<file path="config.mk">
export PLATFORM = sky130hd
export DESIGN_NAME = morse_character_keyer_flat
export DESIGN_NICKNAME = d
export VERILOG_FILES = /design/src/mck_pkg.sv /design/src/mck_if.sv /design/src/mck_ctrl.sv /design/src/mck_dpath.sv /design/src/morse_character_keyer.sv /design/src/flat_wrapper.sv
export SDC_FILE = /design/constraint.sdc
export NUM_CORES = 1
export LEC_CHECK = 0
export BUFFER_PORTS_ARGS = -buffer_cell sky130_fd_sc_hd__buf_2
export CAP_MARGIN = 20
export CORE_MARGIN = 10
export CORE_UTILIZATION = 40
export CTS_BUF_LIST = sky130_fd_sc_hd__clkbuf_4 sky130_fd_sc_hd__clkbuf_8
export DETAILED_ROUTE_END_ITERATION = 16
export PLACE_DENSITY = 0.66
export SYNTH_ARGS = -nofsm -noshare
export SYNTH_HDL_FRONTEND = slang
export SYNTH_HIERARCHICAL = 1
export SYNTH_SLANG_ARGS = --single-unit
</file>
<file path="constraint.sdc">
create_clock -name i_clk -period 3.25 [get_ports i_clk]
set_input_delay 0.1625 -clock i_clk [delete_from_list [all_inputs] [get_ports i_clk]]
set_output_delay 0.1625 -clock i_clk [all_outputs]
set_load 0.03 [all_outputs]
</file>
<file path="src/mck_pkg.sv">
// Package for the Morse character keyer: segment kinds, character classes,
// controller states, command/status structs and the Morse code tables.
// No dependencies.
package mck_pkg;

    localparam int unsigned CHAR_W   = 8;
    localparam int unsigned UNIT_W   = 16;
    localparam int unsigned DUR_W    = 18;
    localparam int unsigned KIND_W   = 2;
    localparam int unsigned PAT_W    = 5;   // longest code has five elements
    localparam int unsigned LEN_W    = 3;
    localparam int unsigned IDX_W    = 3;

    localparam logic [UNIT_W-1:0] UNIT_RESET = 16'd60;

    localparam logic [KIND_W-1:0] KIND_DOT     = 2'd0;
    localparam logic [KIND_W-1:0] KIND_DASH    = 2'd1;
    localparam logic [KIND_W-1:0] KIND_GAP     = 2'd2;
    localparam logic [KIND_W-1:0] KIND_UNKNOWN = 2'd3;

    localparam logic [CHAR_W-1:0] CHAR_SPACE   = 8'h20;
    localparam logic [CHAR_W-1:0] CHAR_UPPER_A = 8'h41;
    localparam logic [CHAR_W-1:0] CHAR_UPPER_Z = 8'h5A;
    localparam logic [CHAR_W-1:0] CHAR_LOWER_A = 8'h61;
    localparam logic [CHAR_W-1:0] CHAR_LOWER_Z = 8'h7A;
    localparam logic [CHAR_W-1:0] CHAR_ZERO    = 8'h30;
    localparam logic [CHAR_W-1:0] CHAR_NINE    = 8'h39;

    typedef enum logic [1:0] {
        CLS_CODE,
        CLS_SPACE,
        CLS_UNKNOWN
    } t_cls;

    typedef enum logic {
        ST_IDLE,
        ST_SEND
    } t_state;

    // Element patterns, first element in the top bit, 1 = dash.
    localparam logic [PAT_W-1:0] LETTER_PAT [26] = '{
        5'b01000, 5'b10000, 5'b10100, 5'b10000, 5'b00000, 5'b00100,
        5'b11000, 5'b00000, 5'b00000, 5'b01110, 5'b10100, 5'b01000,
        5'b11000, 5'b10000, 5'b11100, 5'b01100, 5'b11010, 5'b01000,
        5'b00000, 5'b10000, 5'b00100, 5'b00010, 5'b01100, 5'b10010,
        5'b10110, 5'b11000
    };

    localparam logic [LEN_W-1:0] LETTER_LEN [26] = '{
        3'd2, 3'd4, 3'd4, 3'd3, 3'd1, 3'd4, 3'd3, 3'd4, 3'd2, 3'd4,
        3'd3, 3'd4, 3'd2, 3'd2, 3'd3, 3'd4, 3'd4, 3'd3, 3'd3, 3'd1,
        3'd3, 3'd4, 3'd3, 3'd4, 3'd4, 3'd4
    };

    localparam logic [PAT_W-1:0] DIGIT_PAT [10] = '{
        5'b11111, 5'b01111, 5'b00111, 5'b00011, 5'b00001,
        5'b00000, 5'b10000, 5'b11000, 5'b11100, 5'b11110
    };

    localparam logic [LEN_W-1:0] DIGIT_LEN = 3'd5;

    typedef struct packed {
        t_cls             cls;
        logic [PAT_W-1:0] pattern;
        logic [LEN_W-1:0] len;
    } t_code;

    typedef struct packed {
        logic load;     // take a new character
        logic advance;  // step to the next segment
    } t_cmd;

    typedef struct packed {
        logic last;     // current segment closes the character
    } t_sts;

    function automatic t_code code_lookup(input logic [CHAR_W-1:0] ch);
        t_code             res;
        logic [CHAR_W-1:0] off;
        res.cls     = CLS_UNKNOWN;
        res.pattern = '0;
        res.len     = '0;
        off         = '0;
        if (ch >= CHAR_UPPER_A && ch <= CHAR_UPPER_Z) begin
            off         = ch - CHAR_UPPER_A;
            res.cls     = CLS_CODE;
            res.pattern = LETTER_PAT[off[4:0]];
            res.len     = LETTER_LEN[off[4:0]];
        end else if (ch >= CHAR_LOWER_A && ch <= CHAR_LOWER_Z) begin
            off         = ch - CHAR_LOWER_A;
            res.cls     = CLS_CODE;
            res.pattern = LETTER_PAT[off[4:0]];
            res.len     = LETTER_LEN[off[4:0]];
        end else if (ch >= CHAR_ZERO && ch <= CHAR_NINE) begin
            off         = ch - CHAR_ZERO;
            res.cls     = CLS_CODE;
            res.pattern = DIGIT_PAT[off[3:0]];
            res.len     = DIGIT_LEN;
        end else if (ch == CHAR_SPACE) begin
            res.cls     = CLS_SPACE;
        end
        return res;
    endfunction

endpackage

</file>
<file path="src/mck_if.sv">
// Channel interfaces of the Morse character keyer: character in, segment out,
// unit time write. Depends on mck_pkg for field widths.
interface mck_chr_if ();
    logic                        valid;
    logic                        ready;
    logic [mck_pkg::CHAR_W-1:0]  character;
    modport source (output valid, character, input ready);
    modport sink   (input valid, character, output ready);
endinterface

interface mck_seg_if ();
    logic                        valid;
    logic                        ready;
    logic                        key_on;
    logic [mck_pkg::DUR_W-1:0]   duration;
    logic [mck_pkg::KIND_W-1:0]  element_kind;
    logic                        unknown_char;
    logic                        last_segment;
    modport source (output valid, key_on, duration, element_kind, unknown_char,
                    last_segment, input ready);
    modport sink   (input valid, key_on, duration, element_kind, unknown_char,
                    last_segment, output ready);
endinterface

interface mck_cfg_if ();
    logic                        valid;
    logic                        ready;
    logic [mck_pkg::UNIT_W-1:0]  unit_time;
    modport source (output valid, unit_time, input ready);
    modport sink   (input valid, unit_time, output ready);
endinterface

</file>
<file path="src/mck_ctrl.sv">
// Controller of the Morse character keyer: handshakes and segment sequencing.
// Depends on mck_pkg (states, command and status structs).
module mck_ctrl (
    input  logic          i_clk,
    input  logic          i_rst_n,
    input  logic          i_in_valid,
    output logic          o_in_ready,
    output logic          o_out_valid,
    input  logic          i_out_ready,
    output mck_pkg::t_cmd o_cmd,
    input  mck_pkg::t_sts i_sts
);

    mck_pkg::t_state r_state;
    mck_pkg::t_state n_state;
    logic            in_acc;
    logic            out_acc;

    assign in_acc  = i_in_valid && o_in_ready;
    assign out_acc = o_out_valid && i_out_ready;

    always_ff @(posedge i_clk) begin
        if (!i_rst_n) begin
            r_state <= mck_pkg::ST_IDLE;
        end else begin
            r_state <= n_state;
        end
    end

    always_comb begin
        n_state = r_state;
        case (r_state)
            mck_pkg::ST_IDLE: begin
                if (in_acc) n_state = mck_pkg::ST_SEND;
            end
            mck_pkg::ST_SEND: begin
                if (out_acc && i_sts.last && !in_acc) n_state = mck_pkg::ST_IDLE;
            end
            default: n_state = mck_pkg::ST_IDLE;
        endcase
    end

    // Take the next character in the cycle the final segment leaves.
    always_comb begin
        o_in_ready  = 1'b0;
        o_out_valid = 1'b0;
        o_cmd       = '0;
        case (r_state)
            mck_pkg::ST_IDLE: begin
                o_in_ready = 1'b1;
            end
            mck_pkg::ST_SEND: begin
                o_out_valid = 1'b1;
                o_in_ready  = i_sts.last && i_out_ready;
            end
            default: begin
                o_in_ready = 1'b0;
            end
        endcase
        o_cmd.load    = in_acc;
        o_cmd.advance = out_acc && !i_sts.last;
    end

endmodule

</file>
<file path="src/mck_dpath.sv">
// Datapath of the Morse character keyer: unit time register, code lookup,
// element counter and segment field formation. Depends on mck_pkg.
module mck_dpath (
    input  logic                        i_clk,
    input  logic                        i_rst_n,
    input  logic                        i_cfg_valid,
    input  logic [mck_pkg::UNIT_W-1:0]  i_cfg_unit,
    input  logic [mck_pkg::CHAR_W-1:0]  i_char,
    input  mck_pkg::t_cmd               i_cmd,
    output mck_pkg::t_sts               o_sts,
    output logic                        o_key_on,
    output logic [mck_pkg::DUR_W-1:0]   o_duration,
    output logic [mck_pkg::KIND_W-1:0]  o_element_kind,
    output logic                        o_unknown_char,
    output logic                        o_last_segment
);

    logic [mck_pkg::UNIT_W-1:0] r_unit;
    mck_pkg::t_cls              r_cls;
    logic [mck_pkg::PAT_W-1:0]  r_pattern;
    logic [mck_pkg::LEN_W-1:0]  r_len;
    logic [mck_pkg::IDX_W-1:0]  r_idx;
    logic                       r_off;     // key-off half of the element
    mck_pkg::t_code             code;
    logic                       dash;
    logic [mck_pkg::IDX_W-1:0]  bit_sel;
    logic [mck_pkg::DUR_W-1:0]  dur_one;
    logic [mck_pkg::DUR_W-1:0]  dur_four;
    logic                       last;

    assign code = mck_pkg::code_lookup(i_char);

    always_ff @(posedge i_clk) begin
        if (!i_rst_n) begin
            r_unit <= mck_pkg::UNIT_RESET;
        end else if (i_cfg_valid) begin
            r_unit <= i_cfg_unit;
        end
    end

    always_ff @(posedge i_clk) begin
        if (i_cmd.load) begin
            r_cls     <= code.cls;
            r_pattern <= code.pattern;
            r_len     <= code.len;
            r_idx     <= '0;
            r_off     <= 1'b0;
        end else if (i_cmd.advance) begin
            r_off <= !r_off;
            if (r_off) r_idx <= r_idx + 1'b1;
        end
    end

    assign bit_sel  = mck_pkg::IDX_W'(mck_pkg::PAT_W - 1) - r_idx;
    assign dash     = r_pattern[bit_sel];
    assign dur_one  = {2'b00, r_unit};
    assign dur_four = {r_unit, 2'b00};

    always_comb begin
        o_key_on       = 1'b0;
        o_duration     = '0;
        o_element_kind = mck_pkg::KIND_UNKNOWN;
        o_unknown_char = 1'b0;
        last           = 1'b1;
        case (r_cls)
            mck_pkg::CLS_CODE: begin
                o_key_on       = !r_off;
                o_duration     = (dash && !r_off) ? dur_four : dur_one;
                o_element_kind = dash ? mck_pkg::KIND_DASH : mck_pkg::KIND_DOT;
                last           = r_off && (r_idx == r_len - 1'b1);
            end
            mck_pkg::CLS_SPACE: begin
                o_duration     = dur_four;
                o_element_kind = mck_pkg::KIND_GAP;
            end
            default: begin
                o_unknown_char = 1'b1;
            end
        endcase
    end

    assign o_last_segment = last;
    assign o_sts.last     = last;

endmodule

</file>
<file path="src/morse_character_keyer.sv">
// Morse character keyer: one ASCII character in, its keying out as timed
// segments, one segment per cycle while the output is taken. A letter or digit
// of n elements gives 2n segments; a space or an unknown character gives one.
// The segment sequencer steps one key-on or key-off segment a cycle, and the
// next character is taken in the same cycle as the last segment of the current
// one. The unit time register may be written only while no character is in
// progress.
module morse_character_keyer (
    input  logic       i_clk,
    input  logic       i_rst_n,
    mck_chr_if.sink    i_chr,
    mck_seg_if.source  o_seg,
    mck_cfg_if.sink    i_cfg
);

    mck_pkg::t_cmd cmd;
    mck_pkg::t_sts sts;

    assign i_cfg.ready = 1'b1;

    mck_ctrl u_ctrl (
        .i_clk       (i_clk),
        .i_rst_n     (i_rst_n),
        .i_in_valid  (i_chr.valid),
        .o_in_ready  (i_chr.ready),
        .o_out_valid (o_seg.valid),
        .i_out_ready (o_seg.ready),
        .o_cmd       (cmd),
        .i_sts       (sts)
    );

    mck_dpath u_dpath (
        .i_clk          (i_clk),
        .i_rst_n        (i_rst_n),
        .i_cfg_valid    (i_cfg.valid),
        .i_cfg_unit     (i_cfg.unit_time),
        .i_char         (i_chr.character),
        .i_cmd          (cmd),
        .o_sts          (sts),
        .o_key_on       (o_seg.key_on),
        .o_duration     (o_seg.duration),
        .o_element_kind (o_seg.element_kind),
        .o_unknown_char (o_seg.unknown_char),
        .o_last_segment (o_seg.last_segment)
    );

`ifndef SYNTHESIS
    a_accept_starts_send: assert property (@(posedge i_clk) disable iff (!i_rst_n)
        (i_chr.valid && i_chr.ready) |=> o_seg.valid)
        else $error("no segment after a character was taken");

    a_last_drains: assert property (@(posedge i_clk) disable iff (!i_rst_n)
        (o_seg.valid && o_seg.ready && o_seg.last_segment &&
         !(i_chr.valid && i_chr.ready)) |=> !o_seg.valid)
        else $error("segment shown after the final one left");

    a_unknown_single: assert property (@(posedge i_clk) disable iff (!i_rst_n)
        (o_seg.valid && o_seg.unknown_char) |->
        (o_seg.last_segment && o_seg.duration == '0 && !o_seg.key_on))
        else $error("unknown character segment malformed");

    a_key_on_not_last: assert property (@(posedge i_clk) disable iff (!i_rst_n)
        (o_seg.valid && o_seg.key_on) |-> !o_seg.last_segment)
        else $error("key-on segment marked final");
`endif

endmodule

</file>
<file path="src/flat_wrapper.sv">
// flat-port wrapper written by rule: the top's interface ports become plain ports
module morse_character_keyer_flat 
  (i_clk, i_rst_n, i_chr_valid, i_chr_character, i_chr_ready, o_seg_valid, o_seg_key_on, o_seg_duration, o_seg_element_kind, o_seg_unknown_char, o_seg_last_segment, o_seg_ready, i_cfg_valid, i_cfg_unit_time, i_cfg_ready);
  mck_chr_if i_chr_i ();
  mck_seg_if o_seg_i ();
  mck_cfg_if i_cfg_i ();
  input  logic i_clk;
  input  logic i_rst_n;
  input wire logic [$bits(i_chr_i.valid)-1:0] i_chr_valid;
  input wire logic [$bits(i_chr_i.character)-1:0] i_chr_character;
  output wire logic [$bits(i_chr_i.ready)-1:0] i_chr_ready;
  output wire logic [$bits(o_seg_i.valid)-1:0] o_seg_valid;
  output wire logic [$bits(o_seg_i.key_on)-1:0] o_seg_key_on;
  output wire logic [$bits(o_seg_i.duration)-1:0] o_seg_duration;
  output wire logic [$bits(o_seg_i.element_kind)-1:0] o_seg_element_kind;
  output wire logic [$bits(o_seg_i.unknown_char)-1:0] o_seg_unknown_char;
  output wire logic [$bits(o_seg_i.last_segment)-1:0] o_seg_last_segment;
  input wire logic [$bits(o_seg_i.ready)-1:0] o_seg_ready;
  input wire logic [$bits(i_cfg_i.valid)-1:0] i_cfg_valid;
  input wire logic [$bits(i_cfg_i.unit_time)-1:0] i_cfg_unit_time;
  output wire logic [$bits(i_cfg_i.ready)-1:0] i_cfg_ready;
  assign i_chr_i.valid = i_chr_valid;
  assign i_chr_i.character = i_chr_character;
  assign i_chr_ready = i_chr_i.ready;
  assign o_seg_valid = o_seg_i.valid;
  assign o_seg_key_on = o_seg_i.key_on;
  assign o_seg_duration = o_seg_i.duration;
  assign o_seg_element_kind = o_seg_i.element_kind;
  assign o_seg_unknown_char = o_seg_i.unknown_char;
  assign o_seg_last_segment = o_seg_i.last_segment;
  assign o_seg_i.ready = o_seg_ready;
  assign i_cfg_i.valid = i_cfg_valid;
  assign i_cfg_i.unit_time = i_cfg_unit_time;
  assign i_cfg_ready = i_cfg_i.ready;
  morse_character_keyer u_core (.i_clk(i_clk), .i_rst_n(i_rst_n), .i_chr(i_chr_i), .o_seg(o_seg_i), .i_cfg(i_cfg_i));
endmodule
</file>
==> flow_summary.yaml, run 1 <==
floorplan:
  start_util_pct: 40.7
  rows: 28
  die_h_um: 97.1
  dieArea_mm2: 0.00943
  design.portCount: 55
  coreArea_mm2: 0.00585
  die_w_um: 97.1
pwr:
  ir_drop_mv: 0.164
  seqPwrFrac_pct: 44.5
  power_mw: 0.984
  internal_power_mw: 0.687
  power.density_mw_per_mm2: 362
  switching_share_pct: 30.2
  p_switching_mw: 0.297
  clkPwrFrac_pct: 27.7
  cellLeakagePower_nw: 1.24
  comb_power_share_pct: 27.8
finish:
  diodes: 0
  utilization_pct: 46.5
  nets: 354
  syn2layout_area_growth_pct: 14.3
  layout-drive-gt1-share_pct: 23.7
sta:
  finClkSkew_ns: 0.00196
  setup_ws_ns: 0.630
  hold_viol_final: 0
  min_period_ns: 2.62
  rsz0062_at_grt: "no"
  tightestPinTransition_ns: 0.862
  maxSlewViolCount: 0
  max-slew-margin-rel_pct: 42.3
  min_period_over_period_pct: 80.6
  finalSetupTns_ns: 0
  fmax_ghz: 0.382
  hold_slack_ns: 0.117
  finalSetupViolCount: 0
min_path:
  hp-class: "input port to register"
  min-delay-start: "i_cfg_unit_time[5]"
logic_synthesis:
  netlist_area_mm2: 0.00238
  synth_top_area_share_pct: 17.7
  synth_nets: 315
  synth-seq-cells: 31
  synth_ff_type: "dfxtp_1"
  synth.area.top_cells: "dfxtp_1 18%, mux2i_1 13%, edfxtp_1 13%, ha_1 5.3%, nor2_1 4.3%"
  syn_inst: 276
  yosysWarnings: 6
  synth_seq_area_share_pct: 30.3
  synth-edff-count: 10
  synth_area_leader_cell: "dfxtp_1"
  synth.top_cells.by_count: "32 x mux2i_1, 27 x nor2_1, 21 x dfxtp_1"
  async_flop_share_pct: 0
  yosysMostFrequentCell: "mux2i_1"
  avgSynthCellArea_um2: 8.62
  ys_types: 52
cts:
  cts.clk_slew.worst_paths_ns: 0.06
  h-tree-depth: 2
  post_cts_resize_count: 0
  clock_latency_ns: 0.26
  numCtsBuffers: 5
  post_cts_buffers: 0
  clockBufferDepth: 2
  cts_root_buf: "clkbuf_8"
  tritoncts: "done"
  clock_sinks: 31
  postCtsHoldBufs: 0
critical_path:
  cp_slowest_cell: "dfxtp_1"
  worstPathArrival_ns: 2.46
  ff2ff_setup_slack_ns: 1.30
  crit_start: "u_core/u_dpath/r_idx[0]$_SDFFE_PP0P_"
  cp-start-kind: "register"
  rr_startpoint: "u_core/u_dpath/r_len[0]$_DFFE_PP_"
  cp.required_ns: 3.09
  cp_cell_sequence: "inv_1, ha_1, nor3b_1, mux2i_4, o21bai_2, buf_4, mux2i_1, nor2_1, buf_2"
  worst-path-max-fanout: 16
  max_stage_delay_ns: 0.43
  worstSetupPathType: "register to output port"
  worst_setup_path_end_kind: "output port"
detailed_routing:
  drt_first_pass_iters: 4
  drt_iter0_markers: 60
  drc_errors: 0
  wire_per_inst_um: 14.4
  drtAntennaViolNets: 0
  dr_total_vias: 2019
  routed_wl_um: 5620
  vias_per_cell: 5.16
placed_design:
  detailed_place_hpwl_um: 4270
  portBuffers: 53
  gp_congestion: 0.921
  post-place-ws_ns: 0.650
global_route:
  grt_overflow: 0
  grt_start_max_net_pins: 28
  first_global_vias: 1936
  grt_busiest_layer: "met2"
  use_met1_pct: 13.9
  grt_pass1_wl_um: 9230
  track_usage_pct: 11.2
  met3_usage_pct: 2.84
  met2_usage_pct: 18.4
  antenna_found_initial: 0
outcome:
  status: "complete, no violations"
job:
  max-cap-violations: 0
state kept, by name, indices dropped and copies added (netlist names):
| signal | flops |
|---|---|
| u_core/u_dpath/r_idx | 3 |
| u_core/u_dpath/r_len | 3 |
| u_core/u_dpath/r_off | 1 |
| u_core/u_ctrl/r_state | 1 |
| u_core/u_dpath/r_pattern | 5 |
| u_core/u_dpath/r_cls | 2 |
| u_core/u_dpath/r_unit | 16 |
cells by family (layout without fill, tap and decap cells):
logic type / count (synthesis) / count (layout) / share of synthesized area [%]
AO/OA/AOI/OAI: 56 / 56 / 15.3
adder cells (fa/ha/maj): 10 / 10 / 5.26
flip-flops: 31 / 31 / 30.3
AND/OR/NAND/NOR: 91 / 91 / 20.3
multiplexers: 36 / 36 / 16.3
other: 1 / 1 / 0.158
XOR/XNOR: 12 / 12 / 4.42
buffers and inverters: 39 / 79 / 7.94
per-stage QoR:
step | cells | area (um^2)
finish | 391 | 2720
global route | 391 | 2720
CTS | 390 | 2710
detailed placement | 382 | 2630
global placement | 382 | 2630
floorplan | 276 | 2380
worst paths after layout:
path / endpoint / cells after the start
max reg2reg: u_core/u_dpath/r_pattern[2]$_DFFE_PP_ / 8
min reg2reg: u_core/u_dpath/r_unit[3]$_SDFFE_PN1P_ / 2
min: u_core/u_dpath/r_unit[5]$_SDFFE_PN1P_ / 3
max: o_seg_duration[10] / 9
cell usage in the layout, fill, tap and decap left out, drive strengths merged, types with 6 or more instances in the layout:
cell	synthesis	routed
buf	13	58
o21ai	10	10
nand2	17	17
nor2b	13	13
a21oi	16	16
clkbuf	13	6
nor2	27	27
edfxtp	10	10
xnor2	6	6
xor2	6	6
mux2i	33	33
inv	13	13
dfxtp	21	21
nor3	6	6
ha	10	10
critical path: cells and delay by family (launching register included):
kind / cells / cell delay (ns)
buffers and inverters: 3 / 0.56
AND/OR/NAND/NOR: 2 / 0.38
multiplexers: 2 / 0.37
flip-flops: 1 / 0.43
AO/OA/AOI/OAI: 1 / 0.12
adder cells (fa/ha/maj): 1 / 0.32
layout make-up:
class / instances / area [um^2]
clock buffer: 6 / 76.3
clock inverter: 2 / 7.51
fill: 595 / 3130
inverter: 13 / 48.8
multi-input combinational: 206 / 1470
sequential: 31 / 721
tap: 75 / 93.8
timing repair buffer: 58 / 303
per-layer routing:
metal | part of all wire, % | wire (um) | vias up
met5 | 0 | 0 | -
met4 | 1.5 | 83 | 0
met3 | 5.8 | 324 | 9
met2 | 46 | 2560 | 57
met1 | 47 | 2650 | 920
li1 | - | - | 1033
power by group through the flow:
| stage | clock (mW) | sequential, mW | combinational [mW] |
|---|---|---|---|
| global route | 0.303 | 0.440 | 0.299 |
| global placement | 0 | 0.446 | 0.270 |
| floorplan | 0 | 0.443 | 0.213 |
| detailed placement | 0 | 0.446 | 0.272 |
| finish | 0.273 | 0.438 | 0.274 |
| CTS | 0.284 | 0.438 | 0.273 |
(Power assumes the default switching activity.)
==> run 2: changes to the inputs <==
Clock period 3.25 ns to 2.7 ns, I/O delays scaled along.
==> run 2 against run 1 <==
Against the previous run: sequential share of layout area down 0.23 points; clock skew grew 0.0019 ns; clock power is 25% higher; largest cell class unchanged; largest power group unchanged.
==> flow_summary.yaml, run 2 (synthesized netlist as in run 1, its figures left out) <==
critical_path:
  worstPathArrival_ns: 2.33
  path_buf_inv: 3
  worstSetupPathType: "register to output port"
  worst-path-max-fanout: 10
  worst_setup_path_end_kind: "output port"
  max_stage_delay_ns: 0.39
  cp.required_ns: 2.57
  cp_slowest_cell: "dfxtp_2"
  cp_cell_sequence: "inv_1, ha_1, mux4_2, mux2i_4, o21bai_2, buf_4, mux2i_1, nor2_1, buf_2"
  ff2ff_setup_slack_ns: 0.76
  cp-start-kind: "register"
  critPathTopFamily: "multiplexers"
global_route:
  antenna_found_initial: 0
  grt_overflow: 0
  grt_start_max_net_pins: 28
  first_global_vias: 2031
  track_usage_pct: 11.8
  grt_pass1_wl_um: 9680
pwr:
  ir_drop_mv: 0.225
  seqPwrFrac_pct: 43.7
  power_mw: 1.20
  power.density_mw_per_mm2: 438
  clkPwrFrac_pct: 28.3
  cellLeakagePower_nw: 1.26
  p_switching_mw: 0.372
  switching_share_pct: 30.9
  comb_power_share_pct: 28.0
  internal_power_mw: 0.832
finish:
  fin_cells: 394
  syn2layout_area_growth_pct: 15.5
  nets: 357
  design_area_mm2: 0.00275
  regMostFlops: "u_core/u_dpath/r_unit"
  largest_reg_flops: 16
  utilization_pct: 47.0
  top_regs: "u_core/u_dpath/r_unit (16), u_core/u_dpath/r_pattern (5)"
  layout_common_cells: "53 x buf_2, 32 x mux2i_1, 27 x nor2_1, 20 x dfxtp_1, 17 x nand2_1"
  layout-drive-gt1-share_pct: 25.1
  final_common_cell: "buf_2"
  diodes: 0
  nFillCells: 577
cts:
  clock_latency_ns: 0.27
  postCtsHoldBufs: 0
  tritoncts: "done"
  clockBufferDepth: 2
  cts_root_buf: "clkbuf_8"
  cts.clk_slew.worst_paths_ns: 0.06
  numCtsBuffers: 5
  clock_sinks: 31
  h-tree-depth: 2
floorplan:
  die_w_um: 97.1
  design.portCount: 55
  rows: 28
  die_h_um: 97.1
  dieArea_mm2: 0.00943
  start_util_pct: 40.7
  coreArea_mm2: 0.00585
detailed_routing:
  routed_wl_um: 5700
  wire_per_inst_um: 14.5
  drtAntennaViolNets: 0
  dr_total_vias: 2085
  drt_iter0_markers: 109
  vias_per_cell: 5.29
  drc_errors: 0
  drt_first_pass_iters: 4
placed_design:
  postPlaceCellArea_mm2: 0.00266
  post-place-ws_ns: 0.275
  dp.cells: 386
  detailed_place_hpwl_um: 4310
  gp_congestion: 0.880
  portBuffers: 53
sta:
  rsz0062_at_grt: "no"
  finalSetupTns_ns: 0
  setup_ws_ns: 0.239
  fmax_ghz: 0.406
  finClkSkew_ns: 0.00385
  maxSlewViolCount: 0
  hold_viol_final: 0
  finalSetupViolCount: 0
  min_period_over_period_pct: 91.1
  min_period_ns: 2.46
  hold_slack_ns: 0.0778
outcome:
  status: "complete, no violations"
job:
  max-cap-violations: 0
min_path:
  hp-class: "input port to register"
==> run 2: cell count changes in the layout (fill, tap and decap cells not counted) <==
cell	before	now
nor3b_1	4	3
dfxtp_1	21	20
dfxtp_2	0	1
buf_4	5	8
nor3b_2	0	1
==> run 2: worst register-to-register path, stage by stage (launching register included) <==
cell and delay (ns):
edfxtp_1 0.39, inv_1 0.07, ha_1 0.17, xor2_1 0.17
xnor2_1 0.13, a41o_1 0.27, a21boi_2 0.09, nor2b_1 0.12
buf_4 0.22
==> run 2: final timing paths <==
kind,end,startpoint,cells past startpoint
worst max register to register,u_core/u_dpath/r_pattern[4]$_DFFE_PP_,u_core/u_dpath/r_len[0]$_DFFE_PP_,8
worst max-delay path,o_seg_duration[9],u_core/u_dpath/r_idx[0]$_SDFFE_PP0P_,9
worst min-delay path,u_core/u_ctrl/r_state$_SDFF_PN0_,i_chr_valid,2
worst min register to register,u_core/u_dpath/r_unit[4]$_SDFFE_PN1P_,u_core/u_dpath/r_unit[4]$_SDFFE_PN1P_,2
==> run 2: routing by layer <==
layer / global-route usage (%) / vias up / wire (um)
met1: 14.9 / 946 / 2600
met2: 18.2 / 85 / 2580
met5: 0 / - / 0
li1: - / 1040 / -
met4: 5.90 / 0 / 141
met3: 2.99 / 14 / 384
==> run 2: repair_timing <==
action,CTS,global route
setup buffers,0,0
gates resized for setup,0,2
setup endpoints to repair,0,12
==> run 2: power groups by stage <==
stage	combinational (mW)	sequential, mW	clock [mW]
floorplan	0.257	0.533	0
global placement	0.332	0.536	0
detailed placement	0.335	0.537	0
CTS	0.336	0.527	0.358
global route	0.371	0.529	0.375
finish	0.337	0.527	0.341
==> run 2: final cells by class <==
cell class / instances / area, um^2 / share of cell area (%)
Sequential cell: 31 / 722 / 26.3
Timing Repair Buffer: 61 / 325 / 11.8
Clock buffer: 6 / 76.3 / 2.78
Clock inverter: 2 / 7.51 / 0.273
Tap cell: 75 / 93.8 / 3.42
Inverter: 13 / 48.8 / 1.78
Multi-Input combinational cell: 206 / 1470 / 53.6
==> run 3: changes to the inputs <==
==> constraint.sdc (replaced) <==
create_clock -name i_clk -period 2.7 [get_ports i_clk]
set_input_delay 0.27 -clock i_clk [delete_from_list [all_inputs] [get_ports i_clk]]
set_output_delay 0.27 -clock i_clk [all_outputs]
set_load 0.03 [all_outputs]
==> run 3 against run 2 <==
Against the previous run: total power grew 1.3%; die area is the same; cell count up 0.51%; critical path depth stayed put; wire length down 2.6%.
==> flow_summary.yaml, run 3 (synthesized netlist as in run 1, its figures left out) <==
floorplan:
  coreArea_mm2: 0.00585
  rows: 28
  dieArea_mm2: 0.00943
  die_h_um: 97.1
  start_util_pct: 40.7
  design.portCount: 55
  die_w_um: 97.1
finish:
  layout-drive-gt1-share_pct: 26.2
  final_common_cell: "buf_2"
  syn2layout_area_growth_pct: 17.0
  design_area_mm2: 0.00278
  regMostFlops: "u_core/u_dpath/r_unit"
  utilization_pct: 47.6
  diodes: 0
  largest_reg_flops: 16
  nets: 359
  layout_common_cells: "50 x buf_2, 32 x mux2i_1, 27 x nor2_1, 20 x dfxtp_1, 17 x nand2_1"
  top_regs: "u_core/u_dpath/r_unit (16), u_core/u_dpath/r_pattern (5)"
critical_path:
  worst_setup_path_end_kind: "output port"
  cp.required_ns: 2.43
  worstPathArrival_ns: 2.27
  cp-start-kind: "register"
  worst-path-max-fanout: 16
  ff2ff_setup_slack_ns: 0.76
  worstSetupPathType: "register to output port"
  crit_start: "u_core/u_dpath/r_idx[0]$_SDFFE_PP0P_"
  rr_startpoint: "u_core/u_dpath/r_cls[1]$_SDFFCE_PP0P_"
  r2r_cells: 7
cts:
  tritoncts: "done"
  post_cts_buffers: 0
  clockBufferDepth: 2
  clock_sinks: 31
  cts.clk_slew.worst_paths_ns: 0.06
  clock_latency_ns: 0.27
  h-tree-depth: 2
  numCtsBuffers: 5
  cts_root_buf: "clkbuf_8"
sta:
  rsz0062_at_grt: "no"
  min_period_over_period_pct: 94.2
  finalSetupViolCount: 0
  maxSlewViolCount: 0
  finClkSkew_ns: 0.00309
  hold_viol_final: 0
  setup_ws_ns: 0.156
  finalSetupTns_ns: 0
  min_period_ns: 2.54
  fmax_ghz: 0.393
global_route:
  antenna_found_initial: 0
  grt_overflow: 0
  grt_pass1_wl_um: 9600
  grt_start_max_net_pins: 28
  first_global_vias: 2010
  track_usage_pct: 11.7
detailed_routing:
  dr_total_vias: 2047
  vias_per_cell: 5.17
  drc_errors: 0
  drt_iter0_markers: 62
  drtAntennaViolNets: 0
  drt_first_pass_iters: 4
  wire_per_inst_um: 14.0
  routed_wl_um: 5560
pwr:
  cellLeakagePower_nw: 1.27
  ir_drop_mv: 0.260
  power_mw: 1.22
  power.density_mw_per_mm2: 438
job:
  max-cap-violations: 0
min_path:
  hp-class: "input port to register"
  min-delay-start: "i_chr_valid"
  hold_depth: 2
placed_design:
  postPlaceCellArea_mm2: 0.00267
  gp_congestion: 0.894
  post-place-ws_ns: 0.256
  detailed_place_hpwl_um: 4190
  portBuffers: 53
outcome:
  status: "complete, no violations"
-- run 3: cell types whose count changed in the layout (fill, tap and decap cells not counted), sizes merged --
cell | before | now
clkinv | 2 | 0
clkbuf | 6 | 10
-- run 3: worst paths after layout --
check                                                       endpoint
worst max register to register  u_core/u_dpath/r_idx[0]$_SDFFE_PP0P_
worst min-delay path                u_core/u_ctrl/r_state$_SDFF_PN0_
worst min register to register  u_core/u_dpath/r_idx[1]$_SDFFE_PP0P_
worst max-delay path                              o_seg_duration[13]
-- run 3: metrics by stage --
step,hold slack [ns],cells
after detailed placement,0.492,388
after global placement,0.486,388
after floorplan,0.388,276
after global routing,0.215,396
after CTS,0.211,396
final,0.220,396
-- run 3: per-layer routing --
layer	share of wire [%]	global-route usage, %	wire length, um
met3	6.0	3.13	334
met1	45	14.4	2520
met2	48	18.8	2640
met5	0	0	0
met4	1.1	4.54	63
-- run 3: final cells by class --
type | instances | area (um^2)
multi-input combinational | 206 | 1470
fill | 551 | 3070
clock buffer | 8 | 91.3
timing repair buffer | 63 | 352
tap | 75 | 93.8
sequential | 31 | 724
inverter | 13 | 48.8
-- run 3: what timing repair did --
item / CTS / global route
resized for setup: 2 / 6
hold buffers: 0 / 0
endpoints found under the setup margin: 14 / 14
-- run 3: worst max-delay path, cell delays in order, from the launching register on --
cell      delay (ns)
dfxtp_4         0.38
inv_1           0.07
ha_1            0.34
mux4_2          0.34
mux2i_4         0.18
o21bai_2        0.08
buf_6           0.18
mux2i_1         0.13
nor2_1          0.12
buf_4           0.18
-- run 3: report_power, final --
| group | switching (mW) | internal, mW |
|---|---|---|
| Sequential | 0.0164 | 0.509 |
| Clock | 0.144 | 0.213 |
| Combinational | 0.198 | 0.140 |
| Total | 0.359 | 0.862 |
